`src/wsda_pkg.sv`:
```
// Package with types, sizes and codes shared by the waiting-slot dock arbiter.
`default_nettype none
package wsda_pkg;

  localparam int SLOTS   = 8;
  localparam int ID_BITS = 16;
  localparam int IDX_W   = (SLOTS > 1) ? $clog2(SLOTS) : 1;
  localparam int CNT_W   = $clog2(SLOTS + 1);
  localparam int OP_W    = 3;
  localparam int SIDX_W  = 3;
  localparam int CFG_W   = 4;

  typedef logic [ID_BITS-1:0] id_t;
  typedef logic [CNT_W-1:0]   cnt_t;
  typedef logic [IDX_W-1:0]   idx_t;

  typedef enum logic [OP_W-1:0] {
    OP_RESERVE  = 3'd0,
    OP_ADVANCE  = 3'd1,
    OP_APPROACH = 3'd2,
    OP_ENTER    = 3'd3,
    OP_EXIT     = 3'd4,
    OP_CANCEL   = 3'd5,
    OP_TICK     = 3'd6,
    OP_QUERY    = 3'd7
  } op_e;

  typedef enum logic [3:0] {
    ST_IDLE,
    ST_RESERVE,
    ST_ADV_MOVE,
    ST_ADV_FREE,
    ST_FIND_MARK,
    ST_READY_CHK,
    ST_FIND_FREE,
    ST_CAN_LIST,
    ST_CAN_SLOT,
    ST_TICK_NEXT,
    ST_TICK_FIND,
    ST_TICK_REM,
    ST_STAT_APP,
    ST_STAT_PREV,
    ST_STAT_CUR,
    ST_DONE
  } state_e;

  // Configuration register indexes.
  localparam logic CFG_SLOTS_IN_USE   = 1'b0;
  localparam logic CFG_GRANT_DISABLED = 1'b1;

  localparam logic [CFG_W-1:0] SLOTS_IN_USE_RST = 4'd8;

endpackage
`default_nettype wire

```
`src/waiting_slot_dock_arbiter_top.sv`:
```
// Waiting-slot dock arbiter: slot row, ready list, holder and a scanning sequencer.
//
// Usage: one input beat (opcode, requester_id, slot_index) is taken when in_valid_i
// is high and in_stall_o is low; each input beat yields exactly one output beat
// carrying the status after the update. The configuration port writes slots_in_use
// (index 0) and grant_disabled (index 1) on any cycle with cfg_we_i high; write only
// while the block is idle.
// Sequencing: a small sequencer drives one shared compare unit that reads one slot
// (owner and reached mark) and one ready-list entry per cycle. Every item ends with a
// status pass that scans the usable slots; reserve and enter first scan the slots,
// approach scans the slots and then the ready list, cancel scans the ready list and
// then the slots, and a tick may do a slot scan for each ready entry. A new beat is
// not taken until the current item is done: the result beat is loaded into the output
// register as the sequencer returns to idle, and in_stall_o stays high until then.
// Reset clears all slots, the ready count, the holder and the inside flag, and sets
// slots_in_use to 8 and grant_disabled to 0. While the receiver stalls, the finished
// beat waits in the output register; the next item is still taken and worked on, and
// holds in its last state until the output register is free.
`default_nettype none
module waiting_slot_dock_arbiter_top
  import wsda_pkg::*;
(
  input  wire logic              clk_i,
  input  wire logic              rst_ni,
  // Configuration port.
  input  wire logic              cfg_we_i,
  input  wire logic              cfg_idx_i,
  input  wire logic [CFG_W-1:0]  cfg_wdata_i,
  // Input channel.
  input  wire logic              in_valid_i,
  output      logic              in_stall_o,
  input  wire logic [OP_W-1:0]   opcode_i,
  input  wire id_t               requester_id_i,
  input  wire logic [SIDX_W-1:0] slot_index_i,
  // Output channel.
  output      logic              out_valid_o,
  input  wire logic              out_stall_i,
  output      logic              ok_o,
  output      logic [SIDX_W-1:0] slot_o,
  output      logic              clear_to_approach_o,
  output      logic              clear_to_enter_o,
  output      logic              clear_to_advance_o,
  output      id_t               holder_id_o,
  output      logic              holder_inside_o,
  output      logic              granted_o,
  output      logic              exit_mismatch_o
);

  // Architectural state.
  id_t                owner_q [SLOTS];
  logic [SLOTS-1:0]   reached_q;
  id_t                list_q  [SLOTS];
  cnt_t               cnt_q, cnt_d;
  id_t                holder_q, holder_d;
  logic               inside_q, inside_d;
  logic [CFG_W-1:0]   siu_q;
  logic               gd_q;

  // Sequencer and item registers.
  state_e             state_q, state_d;
  op_e                op_q, op_d;
  id_t                id_q, id_d;
  id_t                key_q, key_d;
  logic [SIDX_W-1:0]  idx_q, idx_d;
  cnt_t               sp_q, sp_d;
  cnt_t               lp_q, lp_d;
  cnt_t               wp_q, wp_d;
  logic               ok_q, ok_d;
  logic [SIDX_W-1:0]  slot_q, slot_d;
  logic               granted_q, granted_d;
  logic               mism_q, mism_d;
  logic               cta_q, cta_d;
  logic               ctadv_q, ctadv_d;

  // Output register.
  logic               out_valid_q;
  logic               out_load;

  // Shared read ports and write strobes.
  idx_t               sa, la, lw_addr;
  id_t                owner_rd, list_rd, lw_val, ow_val;
  logic               reached_rd, ow_en, rw_en, rw_val, lw_en;

  // Derived conditions.
  cnt_t               n_w, lp_nx;
  logic               in_acc, sp_end, lp_end, id_nz, free_rd, hit_id, hit_key, prev_ok;
  idx_t               idx_at, idx_prev;

  assign in_stall_o = (state_q != ST_IDLE);
  assign in_acc     = in_valid_i && !in_stall_o;

  // Usable slot count; values above SLOTS act as SLOTS.
  assign n_w      = (int'(siu_q) > SLOTS) ? CNT_W'(SLOTS) : CNT_W'(siu_q);
  assign sp_end   = (sp_q >= n_w);
  assign lp_end   = (lp_q >= cnt_q);
  assign lp_nx    = lp_q + cnt_t'(1);
  assign id_nz    = (id_q != '0);
  assign idx_at   = IDX_W'(idx_q);
  assign idx_prev = IDX_W'(idx_q - SIDX_W'(1));

  // Slot read address: the neighbor pair for advance checks, else the scan pointer.
  always_comb begin
    case (state_q)
      ST_ADV_MOVE, ST_STAT_PREV: sa = idx_prev;
      ST_ADV_FREE, ST_STAT_CUR:  sa = idx_at;
      default:                   sa = sp_q[IDX_W-1:0];
    endcase
  end

  assign la         = (state_q == ST_TICK_REM) ? lp_nx[IDX_W-1:0] : lp_q[IDX_W-1:0];
  assign owner_rd   = owner_q[sa];
  assign reached_rd = reached_q[sa];
  assign list_rd    = list_q[la];

  // The shared compare unit.
  assign free_rd = (owner_rd == '0);
  assign hit_id  = (owner_rd == id_q);
  assign hit_key = (owner_rd == key_q);
  assign prev_ok = id_nz && (idx_q != '0) && (int'(idx_q) < int'(n_w)) && free_rd;

  // Next-state logic.
  always_comb begin
    state_d = state_q;
    case (state_q)
      ST_IDLE: begin
        if (in_acc) begin
          case (op_e'(opcode_i))
            OP_RESERVE:  state_d = (requester_id_i != '0) ? ST_RESERVE : ST_STAT_APP;
            OP_ADVANCE:  state_d = ST_ADV_MOVE;
            OP_APPROACH: state_d = (requester_id_i != '0) ? ST_FIND_MARK : ST_STAT_APP;
            OP_ENTER:    state_d = (requester_id_i != '0) ? ST_FIND_FREE : ST_STAT_APP;
            OP_CANCEL:   state_d = (requester_id_i != '0) ? ST_CAN_LIST : ST_STAT_APP;
            OP_TICK:     state_d = (holder_q == '0 && !gd_q) ? ST_TICK_NEXT : ST_STAT_APP;
            default:     state_d = ST_STAT_APP;
          endcase
        end
      end
      ST_RESERVE:   if (sp_end || hit_id || free_rd) state_d = ST_STAT_APP;
      ST_ADV_MOVE:  state_d = prev_ok ? ST_ADV_FREE : ST_STAT_APP;
      ST_ADV_FREE:  state_d = ST_STAT_APP;
      ST_FIND_MARK: begin
        if (sp_end) state_d = ST_STAT_APP;
        else if (hit_id) state_d = ST_READY_CHK;
      end
      ST_READY_CHK: if (lp_end || list_rd == id_q) state_d = ST_STAT_APP;
      ST_FIND_FREE: if (sp_end || hit_id) state_d = ST_STAT_APP;
      ST_CAN_LIST:  if (lp_end) state_d = ST_CAN_SLOT;
      ST_CAN_SLOT:  if (sp_end) state_d = ST_STAT_APP;
      ST_TICK_NEXT: state_d = lp_end ? ST_STAT_APP : ST_TICK_FIND;
      ST_TICK_FIND: begin
        if (sp_end) state_d = ST_TICK_NEXT;
        else if (hit_key) state_d = reached_rd ? ST_TICK_REM : ST_TICK_NEXT;
      end
      ST_TICK_REM:  if (!(lp_nx < cnt_q)) state_d = ST_STAT_APP;
      ST_STAT_APP:  if (sp_end || free_rd || hit_id) state_d = ST_STAT_PREV;
      ST_STAT_PREV: state_d = ST_STAT_CUR;
      ST_STAT_CUR:  state_d = ST_DONE;
      ST_DONE:      if (out_load) state_d = ST_IDLE;
      default:      state_d = ST_IDLE;
    endcase
  end

  assign out_load = (state_q == ST_DONE) && (!out_valid_q || !out_stall_i);

  // Datapath control for each sequencer step.
  always_comb begin
    op_d      = op_q;
    id_d      = id_q;
    key_d     = key_q;
    idx_d     = idx_q;
    sp_d      = sp_q;
    lp_d      = lp_q;
    wp_d      = wp_q;
    ok_d      = ok_q;
    slot_d    = slot_q;
    granted_d = granted_q;
    mism_d    = mism_q;
    cta_d     = cta_q;
    ctadv_d   = ctadv_q;
    cnt_d     = cnt_q;
    holder_d  = holder_q;
    inside_d  = inside_q;
    ow_en     = 1'b0;
    ow_val    = '0;
    rw_en     = 1'b0;
    rw_val    = 1'b0;
    lw_en     = 1'b0;
    lw_addr   = lp_q[IDX_W-1:0];
    lw_val    = list_rd;
    case (state_q)
      ST_IDLE: begin
        if (in_acc) begin
          op_d      = op_e'(opcode_i);
          id_d      = requester_id_i;
          key_d     = requester_id_i;
          idx_d     = slot_index_i;
          sp_d      = '0;
          lp_d      = '0;
          wp_d      = '0;
          ok_d      = 1'b0;
          slot_d    = '0;
          granted_d = 1'b0;
          mism_d    = 1'b0;
          cta_d     = 1'b0;
          ctadv_d   = 1'b0;
          if (op_e'(opcode_i) == OP_ENTER) inside_d = 1'b1;
          if (op_e'(opcode_i) == OP_EXIT) begin
            inside_d = 1'b0;
            if (requester_id_i == holder_q) holder_d = '0;
            else mism_d = 1'b1;
          end
        end
      end
      ST_RESERVE: begin
        if (!sp_end) begin
          if (hit_id || free_rd) begin
            ow_en  = 1'b1;
            ow_val = id_q;
            ok_d   = 1'b1;
            slot_d = SIDX_W'(sp_q);
          end else begin
            sp_d = sp_q + cnt_t'(1);
          end
        end
      end
      ST_ADV_MOVE: begin
        if (prev_ok) begin
          ow_en  = 1'b1;
          ow_val = id_q;
          rw_en  = 1'b1;
          ok_d   = 1'b1;
          slot_d = idx_q - SIDX_W'(1);
        end
      end
      ST_ADV_FREE: begin
        ow_en = 1'b1;
        rw_en = 1'b1;
      end
      ST_FIND_MARK: begin
        if (!sp_end) begin
          if (hit_id) begin
            rw_en  = 1'b1;
            rw_val = 1'b1;
          end else begin
            sp_d = sp_q + cnt_t'(1);
          end
        end
      end
      ST_READY_CHK: begin
        // Append when the requester is neither listed nor holding, and room remains.
        if (lp_end) begin
          if (id_q != holder_q && int'(cnt_q) < SLOTS) begin
            lw_en   = 1'b1;
            lw_addr = cnt_q[IDX_W-1:0];
            lw_val  = id_q;
            cnt_d   = cnt_q + cnt_t'(1);
          end
        end else if (list_rd != id_q) begin
          lp_d = lp_q + cnt_t'(1);
        end
      end
      ST_FIND_FREE: begin
        if (!sp_end) begin
          if (hit_id) begin
            ow_en = 1'b1;
            rw_en = 1'b1;
          end else begin
            sp_d = sp_q + cnt_t'(1);
          end
        end
      end
      ST_CAN_LIST: begin
        // Compact the ready list, dropping every entry of the requester.
        if (!lp_end) begin
          if (list_rd != id_q) begin
            lw_en   = 1'b1;
            lw_addr = wp_q[IDX_W-1:0];
            wp_d    = wp_q + cnt_t'(1);
          end
          lp_d = lp_q + cnt_t'(1);
        end else begin
          cnt_d = wp_q;
        end
      end
      ST_CAN_SLOT: begin
        if (!sp_end) begin
          if (hit_id) begin
            ow_en = 1'b1;
            rw_en = 1'b1;
          end
          sp_d = sp_q + cnt_t'(1);
        end else if (holder_q == id_q) begin
          holder_d = '0;
          inside_d = 1'b0;
        end
      end
      ST_TICK_NEXT: begin
        if (!lp_end) begin
          key_d = list_rd;
          sp_d  = '0;
        end
      end
      ST_TICK_FIND: begin
        if (sp_end) begin
          lp_d = lp_q + cnt_t'(1);
        end else if (hit_key) begin
          if (reached_rd) begin
            holder_d  = key_q;
            granted_d = 1'b1;
          end else begin
            lp_d = lp_q + cnt_t'(1);
          end
        end else begin
          sp_d = sp_q + cnt_t'(1);
        end
      end
      ST_TICK_REM: begin
        // Shift the tail of the ready list down over the granted entry.
        if (lp_nx < cnt_q) begin
          lw_en = 1'b1;
          lp_d  = lp_nx;
        end else begin
          cnt_d = cnt_q - cnt_t'(1);
        end
      end
      ST_STAT_APP: begin
        if (!sp_end) begin
          if (free_rd || hit_id) cta_d = 1'b1;
          else sp_d = sp_q + cnt_t'(1);
        end
      end
      ST_STAT_PREV: ctadv_d = prev_ok;
      ST_STAT_CUR:  ctadv_d = ctadv_q && hit_id && reached_rd;
      default: ;
    endcase
    // Every status pass starts its slot scan from the bottom.
    if (state_d == ST_STAT_APP && state_q != ST_STAT_APP) sp_d = '0;
  end

  // Control and architectural registers.
  always_ff @(posedge clk_i or negedge rst_ni) begin
    if (!rst_ni) begin
      state_q     <= ST_IDLE;
      reached_q   <= '0;
      cnt_q       <= '0;
      holder_q    <= '0;
      inside_q    <= 1'b0;
      siu_q       <= SLOTS_IN_USE_RST;
      gd_q        <= 1'b0;
      out_valid_q <= 1'b0;
      for (int i = 0; i < SLOTS; i++) owner_q[i] <= '0;
    end else begin
      state_q  <= state_d;
      cnt_q    <= cnt_d;
      holder_q <= holder_d;
      inside_q <= inside_d;
      if (ow_en) owner_q[sa] <= ow_val;
      if (rw_en) reached_q[sa] <= rw_val;
      if (cfg_we_i) begin
        case (cfg_idx_i)
          CFG_SLOTS_IN_USE:   siu_q <= cfg_wdata_i;
          CFG_GRANT_DISABLED: gd_q  <= cfg_wdata_i[0];
          default: ;
        endcase
      end
      if (out_load) out_valid_q <= 1'b1;
      else if (!out_stall_i) out_valid_q <= 1'b0;
    end
  end

  // Working and payload registers.
  always_ff @(posedge clk_i) begin
    op_q      <= op_d;
    id_q      <= id_d;
    key_q     <= key_d;
    idx_q     <= idx_d;
    sp_q      <= sp_d;
    lp_q      <= lp_d;
    wp_q      <= wp_d;
    ok_q      <= ok_d;
    slot_q    <= slot_d;
    granted_q <= granted_d;
    mism_q    <= mism_d;
    cta_q     <= cta_d;
    ctadv_q   <= ctadv_d;
    if (lw_en) list_q[lw_addr] <= lw_val;
    if (out_load) begin
      ok_o                <= ok_q;
      slot_o              <= slot_q;
      clear_to_approach_o <= cta_q;
      clear_to_enter_o    <= id_nz && (id_q == holder_q);
      clear_to_advance_o  <= ctadv_q;
      holder_id_o         <= holder_q;
      holder_inside_o     <= inside_q;
      granted_o           <= granted_q && (op_q == OP_TICK);
      exit_mismatch_o     <= mism_q && (op_q == OP_EXIT);
    end
  end

  assign out_valid_o = out_valid_q;

  // Checks on the sequencer and the results.
  a_cnt_bound: assert property (@(posedge clk_i) disable iff (!rst_ni)
    int'(cnt_q) <= SLOTS) else $error("ready count beyond slot count");

  a_accept_busy: assert property (@(posedge clk_i) disable iff (!rst_ni)
    in_acc |=> (state_q != ST_IDLE)) else $error("accepted item left no work");

  a_grant_holder: assert property (@(posedge clk_i) disable iff (!rst_ni)
    (out_valid_o && granted_o) |-> (holder_id_o != '0)) else $error("grant without holder");

  a_fail_slot: assert property (@(posedge clk_i) disable iff (!rst_ni)
    (out_valid_o && !ok_o) |-> (slot_o == '0)) else $error("slot reported on failure");

  a_mism_out: assert property (@(posedge clk_i) disable iff (!rst_ni)
    (out_valid_o && exit_mismatch_o) |-> !holder_inside_o)
    else $error("inside flag kept after exit");

endmodule
`default_nettype wire
```
`config.mk`:
```
export PLATFORM = sky130hd
export DESIGN_NAME = waiting_slot_dock_arbiter_top
export DESIGN_NICKNAME = d
export VERILOG_FILES = /design/src/wsda_pkg.sv /design/src/waiting_slot_dock_arbiter_top.sv
export SDC_FILE = /design/constraint.sdc
export NUM_CORES = 1
export LEC_CHECK = 0
export BUFFER_PORTS_ARGS = -buffer_cell sky130_fd_sc_hd__buf_2
export CORE_UTILIZATION = 40
export CTS_CLUSTER_SIZE = 10
export DETAILED_ROUTE_END_ITERATION = 8
export GPL_ROUTABILITY_DRIVEN = 0
export PLACE_DENSITY = 0.56
export SYNTH_ARGS = -nofsm -noshare
export SYNTH_HDL_FRONTEND = slang
export SYNTH_SLANG_ARGS = --single-unit
```
`constraint.sdc`:
```
create_clock -name clk_i -period 5.3 [get_ports clk_i]
set_input_delay 1.06 -clock clk_i [delete_from_list [all_inputs] [get_ports clk_i]]
set_output_delay 1.06 -clock clk_i [all_outputs]
set_load 0.01 [all_outputs]
```
==> results of run 1 <==
[power breakdown]
group	leakage, nW	internal [mW]	total [mW]	switching (mW)
sequential	4.21	3.71	4.03	0.325
combinational	3.45	2.17	5.60	3.43
clock	0.691	1.83	3.02	1.19
[stage by stage]
step	setup slack (ns)	utilization	std cells	power (mW)
detailed placement	-0.00360	0.441	2419	9.51
global route	-0.0124	0.473	2501	13.3
CTS	0.00722	0.471	2500	12.6
finish	0.129	0.473	2501	12.7
global placement	0.0495	0.441	2419	9.45
floorplan	-0.0813	-	1742	7.46
[area by class of cell]
class	instances	area, um^2
inverters	176	661
repair buffers	155	1290
multi-input cells	1095	8040
well taps	615	769
clock buffers	77	1360
flip-flops and latches	379	10500
clock inverters	4	70.1
fillers	4387	25200
[flip-flops by register name, summed over array words and instances (netlist names), 3 cells and up]
register / count
list_q: 128
owner_q: 128
holder_id_o: 16
holder_q: 16
id_q: 16
key_q: 16
reached_q: 8
cnt_q: 4
lp_q: 4
siu_q: 4
sp_q: 4
state_q: 4
wp_q: 4
idx_at: 3
op_q: 3
slot_o: 3
slot_q: 3
[critical path, cell delays in order (launching register included)]
cell and delay (ns):
dfrtp_1 0.38, buf_4 0.22, nor2b_1 0.17, o31a_1 0.35
a211oi_4 0.27, buf_12 0.22, buf_16 0.18, mux2i_2 0.29
a22o_1 0.23, nor3_1 0.06, or4b_1 0.55, or4_4 0.53
or2_4 0.28, o32a_1 0.44, buf_4 0.25, a21oi_4 0.17
buf_4 0.25, mux2i_1 0.21
[cells by family (layout without fill, tap and decap cells)]
| group | Yosys count | in the layout |
|---|---|---|
| AOI/OAI and AO/OA | 307 | 307 |
| muxes | 236 | 236 |
| and+or+nand+nor | 448 | 448 |
| DFF | 379 | 379 |
| buffers and inverters | 268 | 412 |
| xor gates and xnor gates | 81 | 81 |
| adders and majority gates | 23 | 23 |
[worst min path at each step]
stage | slack, ns | end | from | cells past startpoint
after global routing | 0.42 | slot_o[0] | slot_q[0] | 0
after floorplan | 0.40 | clear_to_approach_o | cta_q | 0
after detailed placement | 0.40 | slot_o[0] | slot_q[0] | 0
final | 0.41 | slot_o[0] | slot_q[0] | 0
after CTS | 0.41 | slot_o[0] | slot_q[0] | 0
after global placement | 0.41 | ok_o | ok_q | 0
[layer usage]
metal	vias up	global-route usage	part of all wire
met5	-	0	0
met4	0	0.0979	0.040
li1	6507	-	-
met1	7099	0.321	0.45
met2	491	0.363	0.46
met3	130	0.0311	0.057
[cell usage in the layout, fill, tap and decap left out, types with 31 or more instances in the layout]
cell type,netlist,layout
nor2_1,64,64
buf_4,10,69
clkbuf_16,0,50
mux2i_1,220,218
xnor2_1,60,60
nand2_1,205,205
dfrtp_1,166,166
edfxtp_1,208,208
o21ai_0,73,72
a32o_1,31,31
a21oi_1,41,41
inv_1,174,174
buf_2,20,58
[repair_timing]
| action | in CTS | in global routing |
|---|---|---|
| resized for setup | 4 | 18 |
| gates cloned | 0 | 1 |
| pin swaps | 0 | 0 |
| setup endpoints to repair | 68 | 174 |
| hold endpoints to repair | 0 | 0 |
==> impl_metrics.toml, run 1 <==
[run_status]
outcome = "finished, final reports clean"

[synth]
synthFlopType = "edfxtp_1"
syn_area_mm2 = 0.0196
syn_nets = 1796
synth_common_cells = "mux2i_1 (220), edfxtp_1 (208), nand2_1 (205)"
synth.avg_cell_area_um2 = 11.2
synth_top_area_cell = "edfxtp_1"
synth_most_common_cell = "mux2i_1"
postSynthCellCount = 1742
async_reset_ff_frac = 0.441
ys_seq_elements = 379
synth_top_cell_area_share = 0.319
synth_edf_count = 208
synth.area.top_cells = "edfxtp_1 (32%), dfrtp_1 (21%), mux2i_1 (11%)"
ys_seq_area_frac = 0.537
synth_top_family_by_area = "multiplexers"
yosysWarnings = 0
synth_simple_gate_area_frac = 0.110
synth_compound_area_frac = 0.115
synthXorXnorAreaFrac = 0.0366
yosysUniqueCellTypes = 89
synthAdderAreaFrac = 0.0150
synth_mux_area_frac = 0.128

[worst_setup_path]
worstSetupEndpointType = "register"
critPathCapture = "owner_q[73]"
worstSetupPathType = "register to register"
worstPathRequired_ns = 5.79
crit_start = "state_q[3]"
r2r_start = "state_q[3]"
worst_ep_arrival_time_ns = 5.66
cp_max_fo = 22
rr_endpoint = "owner_q[73]"
rrSetupSlack_ns = 0.13
startpoint_type = "register"
ff2ff_path_depth = 17

[drt]
vias = 14200
drt-total-wl_um = 56700
dr.pass1.iters = 5
first_iter_violations = 1313
routedWlPerCell_um = 22.7
ant_nets = 0
vias_per_cell = 5.69
route.detailed.drc = 0

[pwr]
ir_worst_vdd_mv = 0.349
powerDensity_mw_per_mm2 = 557
cellLeakagePower_nw = 8.36

[cells_and_area]
finalNetCount = 1907
final_layout_size_suffix_gt1_frac = 0.147
syn_to_final_growth_pct = 16.0
num_antenna_cells = 0
final_area_mm2 = 0.0227

[timing]
finalSetupViolCount = 0
hold_viol = 0
fin_hold_ws_ns = 0.414
min_period_over_period = 0.976
timing.slew.headroom = 0.178
fin_worst_skew_ns = 0.0149
slew_viol_final = 0
worstMarginPinSlew_ns = 1.22
period_needed_ns = 5.17
fmax_mhz = 193
finalSetupTns_ns = 0

[placement]
dpl.hpwl_um = 40300
port-buffer-count = 59
placed_cell_area_mm2 = 0.0211

[grt]
grt_antenna_before_repair = 1
grt_usage = 0.231
grt_pass1_vias = 14200
grt_overflow = 0
grt_max_degree = 99
grt_pass1_wl_um = 87400

[floorplan]
die-area_mm2 = 0.0498
io-pin-count = 60
design.core.area_mm2 = 0.0479
initial_utilization = 0.408
die_h_um = 223
die_w_um = 223
num_rows = 80

[clock_tree]
cts_tree = "built"
numCtsBuffers = 46
clkTransAtPathRegs_ns = 0.06
cts_root_buffer = "clkbuf_16"
cts.htree.levels = 2
hold_buffers = 0
cts_sinks = 379
clock_latency_ns = 0.58
post_cts_buffers = 0
cts_buffer_depth = 3

[job]
cap_violations = 0

[worst_hold_path]
min_path_type = "register to register"
Power figures use the tool's default switching activity.
==> run 2, diff against run 1 <==
Settings changed: CORE_UTILIZATION 40 to 57, PLACE_DENSITY 0.56 to 0.76.
==> impl_metrics.toml, run 2 (same netlist as run 1, synthesis figures left out) <==
[run_status]
outcome = "finished, final reports clean"

[clock_tree]
clock_latency_ns = 0.55
cts_sinks = 379
cts.htree.levels = 2
numCtsBuffers = 44
cts_root_buffer = "clkbuf_16"
cts_buffer_depth = 3
cts_tree = "built"
clkTransAtPathRegs_ns = 0.06

[worst_setup_path]
cp_max_fo = 22
startpoint_type = "register"
cpMostUsedCell = "buf_4"
worstSetupEndpointType = "register"
max_stage_delay_ns = 0.51
crit_chain = "buf_4 > and3b_1 > o31a_1 > a211oi_4 > clkbuf_16 > buf_4 > nand2_1 > a32o_1 > o21a_1 > or4b_1 > or4_4 > or2_4 > o32a_1 > buf_4 > a21oi_4 > buf_12 > mux2i_1"
worstSetupPathType = "register to register"
crit_slowest_cell = "or4b_1"
worst_ep_arrival_time_ns = 5.59
worstPathRequired_ns = 5.74

[pwr]
p_sw_frac = 0.393
switching_power_mw = 4.78
intPower_mw = 7.40
p_seq_frac = 0.331
ir_worst_vdd_mv = 0.484
combPwrFrac = 0.446
powerDensity_mw_per_mm2 = 549
pwr-share-clk = 0.223
power_mw = 12.2
cellLeakagePower_nw = 8.18

[grt]
grt_antenna_before_repair = 0
grt_overflow = 0
grt_pass1_wl_um = 81900
grt_pass1_vias = 14500
grt_usage = 0.301
grt_max_degree = 89

[placement]
placed_cell_area_mm2 = 0.0208
dpl.hpwl_um = 36700
port-buffer-count = 59

[timing]
min_period_over_period = 0.971
period_needed_ns = 5.15
timing.slew.headroom = 0.145
fmax_mhz = 194
worstMarginPinSlew_ns = 1.28
slew_viol_final = 0
finalSetupViolCount = 0
hold_viol = 0
rsz0062_at_grt = "false"
fin_worst_skew_ns = 0.0211

[drt]
first_iter_violations = 1721
route.detailed.drc = 0
dr.pass1.iters = 6
vias_per_cell = 6.27
routedWlPerCell_um = 22.7
vias = 14500
ant_nets = 0
drt-total-wl_um = 52600

[cells_and_area]
final_layout_size_suffix_gt1_frac = 0.139
syn_to_final_growth_pct = 13.3
finalNetCount = 1892
reg.largest.list = "list_q (128), owner_q (128)"
final_area_mm2 = 0.0222
final_common_cell = "mux2i_1"
num_antenna_cells = 0
fin_util = 0.659
final_cell_mix = "mux2i_1 (220), edfxtp_1 (208), nand2_1 (204), inv_1 (174), dfrtp_1 (166)"

[floorplan]
io-pin-count = 60
die_h_um = 187
initial_utilization = 0.582
die-area_mm2 = 0.0351
die_w_um = 187
num_rows = 67
design.core.area_mm2 = 0.0336

[worst_hold_path]
min_path_type = "register to register"

[job]
cap_violations = 0
run 2: cell types whose count changed in the layout (fill, tap and decap cells not counted), moves of 2 or more:
cell	previous run	this run
mux2i_2	2	0
buf_6	10	4
a22o_1	7	5
nor4_1	20	18
a22o_2	0	2
buf_4	69	64
clkbuf_16	50	46
mux2i_1	218	220
bufinv_16	2	0
nor4_2	0	2
run 2: critical path: cells and delay by family, from the launching register on:
kind / cells / cell delay, ns
compound gates: 6 / 1.66
buf+inv: 5 / 1.16
flops: 1 / 0.38
mux: 1 / 0.24
simple gates: 5 / 1.56
run 2: metal layers:
metal,wire length (um),share of wire,GRT usage,vias to the layer above
met3,5080,0.097,0.0570,177
met4,2350,0.045,0.138,0
li1,-,-,-,6459
met2,23600,0.45,0.460,827
met1,21600,0.41,0.419,7044
met5,0,0,0,-
run 2: stage by stage:
stage                     hold WS [ns]  setup slack, ns  setup TNS [ns]  cells
after floorplan                  0.400          -0.0813           -3.56   1742
after global placement           0.409           0.0497               0   2234
after detailed placement         0.408          -0.0476          -0.451   2234
after CTS                        0.420           0.0483               0   2308
after global routing             0.435           0.0248               0   2314
final                            0.419            0.153               0   2314
run 2: area by class of cell:
class | instances | area [um^2]
clock buffer | 73 | 1250
inverter | 176 | 661
multi-input combinational | 1095 | 8040
sequential | 379 | 10500
timing repair buffer | 142 | 1140
fill | 2494 | 11400
tap | 448 | 561
clock inverter | 1 | 5.00
run 2: repair_timing:
item                                   in CTS  in global routing
setup endpoints to repair                 120                146
cloned                                      0                  1
pin swaps                                   0                  2
hold buffers                                0                  0
endpoints found under the hold margin       0                  0
gates resized for setup                     2                 11
buffers inserted                            0                  5
run 2: power by group through the flow:
stage               registers, mW  clock network (mW)  logic [mW]
floorplan                    3.89                   0        3.57
global placement             4.06                   0        5.03
detailed placement           4.07                   0        5.13
CTS                          4.02                2.75        5.16
global route                 4.05                2.88        5.81
finish                       4.03                2.72        5.43
run 2: path summary, 6_finish.rpt:
check / depth (start not counted) / start / slack [ns] / to
max: 17 / state_q[2] / 0.15 / owner_q[22]
min: 0 / slot_q[1] / 0.42 / slot_o[1]
max reg2reg: 17 / state_q[2] / 0.15 / owner_q[22]
min reg2reg: 0 / slot_q[1] / 0.42 / slot_o[1]
max in group asynchronous: 2 / rst_ni / 3.80 / cnt_q[3]
min in group asynchronous: 1 / rst_ni / 0.55 / owner_q[12]
==> run 3, diff against run 2 <==
Settings changed: RECOVER_POWER set to 50.
==> impl_metrics.toml, run 3 (same netlist as run 1, synthesis figures left out) <==
[floorplan]
die_w_um = 187
die_h_um = 187
design.core.area_mm2 = 0.0336
num_rows = 67
die-area_mm2 = 0.0351
initial_utilization = 0.582
io-pin-count = 60

[grt]
globalRoute.busiestLayer = "met2"
met3_usage = 0.0570
gr-usage-met2 = 0.460
use_met1 = 0.419
grt_pass1_vias = 14500
grt_max_degree = 89
grt_usage = 0.301
grt_pass1_wl_um = 81900
grt_antenna_before_repair = 0
grt_overflow = 0

[clock_tree]
cts_tree = "built"
cts_root_buffer = "clkbuf_16"
cts.htree.levels = 2
hold_buffers = 0
numCtsBuffers = 44
cts_sinks = 379
clock_latency_ns = 0.54
clkTransAtPathRegs_ns = 0.06
cts_buffer_depth = 3

[drt]
ant_nets = 0
route.detailed.drc = 0
first_iter_violations = 1844
dr.pass1.iters = 7
drt-total-wl_um = 52600
vias = 14500
vias_per_cell = 6.28
routedWlPerCell_um = 22.7

[cells_and_area]
final_area_mm2 = 0.0221
reg.largest.list = "list_q (128), owner_q (128)"
ff_latch_area_mm2 = 0.0105
final_cell_mix = "mux2i_1 (220), edfxtp_1 (208), nand2_1 (204), inv_1 (174), dfrtp_1 (166)"
final_common_cell = "mux2i_1"
fin_util = 0.657
final_layout_size_suffix_gt1_frac = 0.108
syn_to_final_growth_pct = 12.8
finalNetCount = 1892
num-fill-cells = 2529
multi_input_area_mm2 = 0.00804

[run_status]
outcome = "finished with violations"
failed_checks = "max-capacitance violations, max-slew violations"

[worst_hold_path]
min_path_cells = 0
min_path_type = "register to register"

[timing]
fmax_mhz = 194
worstMarginPinSlew_ns = 3.84
timing.slew.headroom = -1.56
slew_viol_final = 92
rsz0062_at_grt = "false"
min_period_over_period = 0.971
finalWorstSetupSlack_ns = 0.153
hold_viol = 0
period_needed_ns = 5.15
fin_worst_skew_ns = 0.0204
finalSetupViolCount = 0

[worst_setup_path]
crit_chain = "buf_4 > and3b_1 > o31a_1 > a211oi_4 > clkbuf_16 > buf_4 > nand2_1 > a32o_1 > o21a_1 > or4b_1 > or4_4 > or2_4 > o32a_1 > buf_4 > a21oi_4 > buf_12 > mux2i_1"
crit_slowest_cell = "or4b_1"
startpoint_type = "register"
cpMostUsedCell = "buf_4"
max_stage_delay_ns = 0.51
cp_max_fo = 22
cp_num_buf_inv = 5
path_delay_family = "compound AO/OA/AOI/OAI gates"
ff2ff_path_depth = 17
worstSetupPathType = "register to register"
worst_ep_arrival_time_ns = 5.59
path_depth = 17
worstPathRequired_ns = 5.74
worstSetupEndpointType = "register"

[placement]
dpl.hpwl_um = 36700
port-buffer-count = 59
placed_cell_area_mm2 = 0.0208
place_ws_ns = -0.0476

[pwr]
ir_worst_vdd_mv = 0.484
intPower_mw = 7.37
switching_power_mw = 4.78
powerDensity_mw_per_mm2 = 550
combPwrFrac = 0.445
pwr-share-clk = 0.223
p_sw_frac = 0.393
p_seq_frac = 0.332
cellLeakagePower_nw = 8.02

[job]
cap_violations = 2
-- run 3: path summary, 6_finish.rpt --
kind | slack (ns) | to | startpoint
worst max register to register | 0.15 | owner_q[22] | state_q[2]
worst min register to register | 0.42 | slot_o[1] | slot_q[1]
worst min-delay path | 0.42 | slot_o[1] | slot_q[1]
min in group asynchronous | 2.07 | owner_q[12] | rst_ni
max in group asynchronous | 1.05 | out_valid_o | rst_ni
worst max-delay path | 0.15 | owner_q[22] | state_q[2]
-- run 3: layer usage --
layer | vias up | share of wire
met5 | - | 0
met4 | 0 | 0.043
met3 | 178 | 0.094
met2 | 823 | 0.45
met1 | 7075 | 0.41
li1 | 6469 | -
-- run 3: area by class of cell --
type                    count  share of cell area
inverters                 176              0.0299
clock inverters             1            0.000227
repair buffers            142              0.0478
multi-input cells        1095               0.364
clock buffers              73              0.0567
well taps                 448              0.0254
diodes                      1            0.000113
flip-flops and latches    379               0.476
-- run 3: metrics by stage --
step	cells	power (mW)	setup TNS, ns	hold WS, ns
6_report	2315	12.2	0	0.419
5_1_grt	2314	12.7	0	0.435
4_1_cts	2308	11.9	0	0.420
3_5_place_dp	2234	9.20	-0.451	0.408
3_3_place_gp	2234	9.10	0	0.409
2_1_floorplan	1742	7.46	-3.56	0.400
-- run 3: worst reg2reg max path: stages (launching register included) --
cell	delay, ns
dfrtp_1	0.39
buf_4	0.22
and3b_1	0.21
o31a_1	0.32
a211oi_4	0.27
clkbuf_16	0.27
buf_4	0.25
nand2_1	0.08
a32o_1	0.33
o21a_1	0.20
or4b_1	0.51
or4_4	0.48
or2_4	0.29
o32a_1	0.36
buf_4	0.23
a21oi_4	0.21
buf_12	0.20
mux2i_1	0.25
-- run 3: power by group through the flow --
stage	registers [mW]	clock network (mW)	logic, mW
finish	4.03	2.71	5.41
CTS	4.02	2.75	5.16
floorplan	3.89	0	3.57
detailed placement	4.07	0	5.13
global route	4.05	2.88	5.78
global placement	4.06	0	5.03
-- run 3: what timing repair did --
action	in CTS	in global routing
setup buffers	0	5
cloned	0	1
gates resized for setup	2	11
endpoints found under the setup margin	120	146
pin swaps	0	2
